**config.mk**
```make
export PLATFORM = sky130hd
export DESIGN_NAME = rau_front
export DESIGN_NICKNAME = d
export VERILOG_FILES = /design/src/rtl/rau_pkg.sv /design/src/rtl/rau_front.sv
export SDC_FILE = /design/constraint.sdc
export NUM_CORES = 1
export LEC_CHECK = 0
export BUFFER_PORTS_ARGS = -buffer_cell sky130_fd_sc_hd__buf_2
export CORE_ASPECT_RATIO = 0.8
export CORE_UTILIZATION = 35
export CTS_BUF_LIST = sky130_fd_sc_hd__clkbuf_8 sky130_fd_sc_hd__clkbuf_16
export DETAILED_ROUTE_END_ITERATION = 10
export MAX_ROUTING_LAYER = met4
export SETUP_SLACK_MARGIN = 0.05
export SYNTH_ARGS = -nofsm -noshare
export SYNTH_HDL_FRONTEND = slang
export SYNTH_SLANG_ARGS = --single-unit
```
**constraint.sdc**
```tcl
create_clock -name clk -period 8.2 [get_ports clk]
set_input_delay 0.82 -clock clk [delete_from_list [all_inputs] [get_ports clk]]
set_output_delay 0.82 -clock clk [all_outputs]
set_load 0.005 [all_outputs]
```
**src/rtl/rau_pkg.sv**
```systemverilog
// ----------------------------------------------------------------------------
// rau_pkg
// Types and constants shared by the rational arithmetic unit.
// ----------------------------------------------------------------------------
package rau_pkg;

	localparam int QueueDepth = 2;

	typedef enum logic [2:0] {
		KIND_ADD = 3'd0,
		KIND_SUB = 3'd1,
		KIND_MUL = 3'd2,
		KIND_DIV = 3'd3,
		KIND_CMP = 3'd4
	} kind_t;

	typedef enum logic [1:0] {
		ST_OK       = 2'd0,
		ST_ZERO_DIV = 2'd1,
		ST_OVERFLOW = 2'd2
	} status_t;

	// classified request handed from front to back
	typedef struct packed {
		logic        direct;   // result already known
		logic [1:0]  d_order;
		status_t     d_status;
		logic        is_cmp;
		logic [2:0]  kind;
		logic [31:0] a_num;
		logic [30:0] a_den;
		logic [31:0] b_num;
		logic [30:0] b_den;
	} req_t;

	typedef enum logic [3:0] {
		B_IDLE, B_MUL1, B_MUL2, B_SUM, B_GCD_INIT, B_GCD, B_DIVN, B_DIVD, B_CHECK, B_OUT
	} bstate_t;

endpackage

```
**src/rtl/rau_front.sv**
```systemverilog
// ----------------------------------------------------------------------------
// rau_front
// Accepts requests, classifies them and queues them for the back end.
// ----------------------------------------------------------------------------
module rau_front import rau_pkg::*; #(
	parameter int Depth = QueueDepth
) (
	input  logic        clk,
	input  logic        arst_n,
	input  logic        push,
	output logic        full,
	input  logic [2:0]  kind,
	input  logic [31:0] a_num,
	input  logic [30:0] a_den,
	input  logic [31:0] b_num,
	input  logic [30:0] b_den,
	output logic        q_valid,
	input  logic        q_take,
	output req_t        q_req
);
	localparam int AW = (Depth > 1) ? $clog2(Depth) : 1;

	req_t            mem_q [Depth];
	logic [AW-1:0]   wp_q, rp_q;
	logic [AW:0]     cnt_q;
	req_t            cls;
	logic            wr, rd;

	always_comb begin
		cls = '0;
		cls.kind = kind;
		cls.a_num = a_num;
		cls.a_den = a_den;
		cls.b_num = b_num;
		cls.b_den = b_den;
		cls.is_cmp = (kind == KIND_CMP);
		cls.d_status = ST_OK;
		if (kind > KIND_CMP) begin
			cls.direct = 1'b1;
		end else if (a_den == '0 || b_den == '0 || (kind == KIND_DIV && b_num == '0)) begin
			cls.direct = 1'b1;
			cls.d_status = ST_ZERO_DIV;
		end
	end

	assign full    = (cnt_q == (AW+1)'(Depth));
	assign q_valid = (cnt_q != '0);
	assign wr      = push && !full;
	assign rd      = q_take && q_valid;
	assign q_req   = mem_q[rp_q];

	always_ff @(posedge clk) begin
		if (wr) begin
			mem_q[wp_q] <= cls;
		end
	end

	always_ff @(posedge clk or negedge arst_n) begin
		if (!arst_n) begin
			wp_q <= '0;
			rp_q <= '0;
			cnt_q <= '0;
		end else begin
			if (wr) begin
				wp_q <= (wp_q == AW'(Depth-1)) ? '0 : wp_q + 1'b1;
			end
			if (rd) begin
				rp_q <= (rp_q == AW'(Depth-1)) ? '0 : rp_q + 1'b1;
			end
			cnt_q <= cnt_q + (AW+1)'(wr) - (AW+1)'(rd);
		end
	end

endmodule

```
======== After elaboration in Yosys (flattened, before gate mapping) ========
Memory sizes are Yosys's and may differ from the RTL's.
Cells that the tools add are included.
Widths: inputs -> output; s select.
word-level totals
  output and inout port bits .............. 137
  memories ................................ 1
  memory bits (writable) .................. 266
  word-level logic and storage cells ...... 30
  input bits .............................. 133
  bits in registers ....................... 4
memory list
  name   depth  bits a word  read ports  clocked after memory_dff  wr ports  line             source
  mem_q  2      133          1           0                         1         rau_front.sv:23  req_t mem_q [Depth];
operators by class
  eq/ne operators ......................... 3
  reduce and logical (&&, ||, !) cells .... 10
  multiplexer cells ....................... 8
  magnitude comparators ................... 1
  add/subtract/negate cells ............... 4
operators by type and width
  operator             count
  $logic_not 31->1     2
  $logic_not 32->1     1
  $mux 1               7
  $eq 3x2->1 const B   1
  $eq 3x3->1 const B   1
  $gt 3x3->1 const B   1
  $logic_and 1x1->1    3
  $add 1x1->1 const B  2
  $add 2x1->2          1
  $eq 2x2->1 const B   1
  $logic_or 1x1->1     2
  $mux 2               1
  $reduce_bool 2->1    1
  $sub 2x1->2          1
  $logic_not 1->1      1

======== Longest topological paths before layout ========
  depth in word-level cells ............... 5
  depth in mapped cells ................... 7
  mapped depth without buffers ............ 7

======== Worst setup path before layout ========
OpenSTA, ideal clock, no wires.
  path type ............................... input port to flip-flop
  start ................................... input push
  end ..................................... memory mem_q[0][0] (netlist name) (enable)
  buffers on the path ..................... 0
  slack ................................... 1.177 ns
  data arrival time ....................... 6.398 ns
  library setup time ...................... 0.625 ns
  data required time ...................... 7.575 ns
  stages .................................. 2
  path through ............................ nand2_1 -> nor2_1
between the ends
  cells in the longest elaborated chain, start to end .. 3
ends and longest elaborated chain
  what                          line             source
  start, declared               rau_front.sv:10  input logic push,
  $logic_and 1x1->1             rau_front.sv:48  assign wr = push && !full;
  $mux 1                        rau_front.sv:53  if (wr) begin
  $mux 1 (not written as such)  rau_front.sv:54  mem_q[wp_q] <= cls;
  end, declared                 rau_front.sv:23
No other way between the ends.

==> summary.txt <==
Power and ir drop
  • Fraction of power spent switching nets: 0.2769
  • Pleak: 4.601 nW
  • Register share of total power: 0.476
  • Worst IR drop on VDD: 170.6 µV
  • Clock power frac: 0.265
  • Combinational share of power: 0.259
  • Net switching power: 1.171 mW
  • PD cells: 337.8 nW/µm²
  • Int Power: 3.058 mW

Critical path
  • Worst reg2reg path depth: 3
  • Capture point of the worst reg-to-reg path: mem_q[1][14]
  • CP Capture Type: primary output
  • Critical Path Fanout Max: 75
  • WS Path Type: register to primary output
  • CP Capture Point: q_req[23]
  • Crit Reg-Reg Startpoint: cnt_q[1]
  • Crit path from: rp_q
  • Crit path arrival time: 3.10 ns
  • Crit path launch type: register
  • R2r setup slk: 5.47 ns
  • Required @ worst endpoint: 7.38 ns

Die
  • Starting Density: 0.3603
  • Cell row count: 54
  • Die W: 190.6 µm
  • Core Region: 27,630 µm²
  • Die Span Y: 152.9 µm
  • Die area: 29,130 µm²
  • IO Pins: 270

Layout
  • Antenna cells: 0
  • Finished Cell Area: 12,520 µm²
  • Layout cells sized above 1: 0.5683
  • Area Growth Syn to Fin: 25.71%
  • Most common cell after layout, fill and taps aside: buf_2
  • Fin nets: 891
  • Filler Cell Count: 2,465
  • Most frequent cells in the layout: buf_2 (266), edfxtp_1 (264), mux2_2 (132), clkbuf_16 (29), nor4_1 (21)
  • FF/Latch Area: 8031 µm²
  • Multi-input gate area: 1846 µm²

Logic synthesis
  • Largest family of logic cells by synthesized area: multiplexers
  • Netlist cell types: 26
  • Syn avg cell area: 21.10 µm²
  • Compound-cell area share of the yosys netlist: 0.002513
  • Post-synthesis adder-cell area fraction: 0.002513
  • Synth Area in XOR/XNOR: 0.003518
  • Post-synthesis cell area: 9957 µm²
  • Post-synthesis simple-gate area fraction: 0.02513
  • Number of synthesized register bits: 268
  • Mux share of post-synthesis cell area: 0.1493
  • Register area share after synthesis: 0.8062
  • YS warnings: 0
  • Syn Inst Count: 472

Route
  • Drt initial violations: 246
  • Routed WL per cell: 18.32 µm
  • Via Count: 5,361
  • ANT nets after route: 0
  • Drt drc: 0
  • Pre-Repair DR Iteration Count: 4
  • Final WL: 20,880 µm
  • Via/cell ratio: 4.703

Timing
  • Final Skew: 0.007558 ns
  • Slew Viols, Final: 0
  • Post-route setup slack: 4.277 ns
  • Clock period minus worst slack: 3.923 ns
  • RSZ-0062 raised after global routing: false
  • Final hold viol count: 0
  • Fmax: 254.9 MHz
  • Slew of the pin with the lowest slew margin: 1.069 ns
  • Slew margin rel.: 0.2871
  • Fin Setup TNS: 0 ns
  • Final period util: 0.4784
  • Setup violations, final: 0

Clock network
  • CTS tree: done
  • Cts hold-fix bufs: 0
  • Clock root buffer: clkbuf_16
  • Worst-skew pair later-pin latency: 0.53 ns
  • Clock tree sinks: 268
  • Clock slew at reported path FFs: 0.06 ns
  • H-tree lvl count: 1
  • Post_cts resized: 0
  • Max clock buf depth: 3
  • Clock buffers created by TritonCTS: 28
  • Post-CTS Setup Repair Bufs: 0

Global route
  • Total grt overflow: 0
  • Vias in the first global route: 5,539
  • Total track usage: 0.1443
  • First-pass GRT wire length: 31,340 µm
  • Largest net degree at the start of global routing: 76
  • Initial antenna violation count: 0

Job
  • Max cap viols: 0

Status
  • Status: finished clean

Placement
  • Routability congestion estimate from global placement: 0.7811
  • I/O Buffers: 266
  • Post-DP HPWL: 13,720 µm
  • Placed standard-cell area: 11,700 µm²
  • DP Worst Slack: 4.795 ns

Hold path
  • Hold Crit Class: input port to async pin
## sequential cells by signal (all words and copies together) (netlist names)
| signal | cells |
|---|---|
| mem_q | 264 |
| rp_q | 1 |
| wp_q | 1 |
| cnt_q | 2 |
## how the worst min path moves through the flow
stage	from	endpoint	slack, ns	depth (start not counted)
floorplan	cnt_q[1]	cnt_q[1]	0.46	1
global placement	cnt_q[1]	cnt_q[1]	0.48	1
detailed placement	cnt_q[1]	cnt_q[1]	0.48	1
CTS	arst_n	rp_q	0.05	1
global route	arst_n	rp_q	0.06	1
finish	arst_n	rp_q	0.09	1
## power groups by stage
stage	clock network, mW	logic, mW	registers, mW
global route	1.21	1.20	2.05
floorplan	0	0.687	2.00
detailed placement	0	1.12	2.05
global placement	0	1.12	2.04
CTS	1.15	1.12	2.02
finish	1.12	1.10	2.01
## per-layer routing
metal | vias up | part of all wire | global-route usage
met5 | - | 0 | -
met2 | 208 | 0.45 | 0.2213
met4 | 0 | 0.027 | 0.03886
li1 | 2469 | - | -
met1 | 2644 | 0.45 | 0.1887
met3 | 40 | 0.074 | 0.03881
## cell type report
class                           instances  share of cell area
Sequential cell                       268              0.6416
Multi-Input combinational cell        186              0.1474
Inverter                                2           0.0005998
Clock buffer                           29             0.05798
Timing Repair Buffer                  270              0.1088
Tap cell                              364             0.03639
Clock inverter                         21            0.007197
## through the flow
| step | power, mW | hold WS, ns | util | instances |
|---|---|---|---|---|
| floorplan | 2.687 | 0.4604 | - | 474 |
| global placement | 3.158 | 0.4763 | 0.4234 | 1090 |
| detailed placement | 3.164 | 0.4829 | 0.4234 | 1090 |
| CTS | 4.299 | 0.05431 | 0.4530 | 1140 |
| global route | 4.449 | 0.06214 | 0.4530 | 1140 |
| finish | 4.228 | 0.08709 | 0.4530 | 1140 |
## synthesized netlist by cell type, drive strengths merged
| cell type | n | area [µm²] |
|---|---|---|
| dfrtp | 4 | 100.1 |
| ha | 2 | 25.02 |
| inv | 2 | 7.510 |
| nand4 | 5 | 31.28 |
| nor2 | 2 | 7.510 |
| a21boi | 1 | 11.26 |
| nor3b | 1 | 7.510 |
| conb | 1 | 3.750 |
| nand2 | 3 | 11.26 |
| xor2 | 1 | 8.760 |
| nand2b | 1 | 6.260 |
| o22a | 1 | 8.760 |
| nor4 | 21 | 131.4 |
| buf | 17 | 92.59 |
| edfxtp | 264 | 7928 |
| o21ai | 1 | 5.000 |
| xnor2 | 3 | 26.28 |
| nand3 | 2 | 10.01 |
| and2 | 1 | 6.260 |
| and3 | 1 | 6.260 |
| clkbuf | 1 | 3.750 |
| nor3 | 3 | 15.01 |
| or4 | 1 | 11.26 |
| mux2 | 132 | 1486 |
| or2 | 1 | 6.260 |
## cell families after synthesis
logic type | count (synthesis)
AND/OR/NAND/NOR | 42
other | 1
flip-flops | 268
buffers and inverters | 20
AO/OA/AOI/OAI | 3
multiplexers | 132
adder cells (fa/ha/maj) | 2
XOR/XNOR | 4
## critical path, stage by stage, from the launching register on
cell and delay [ns]:
dfrtp_4 1.10, buf_4 0.78, mux2_2 0.43, buf_2 0.14
Note: power is estimated with default switching activity, not from simulation.
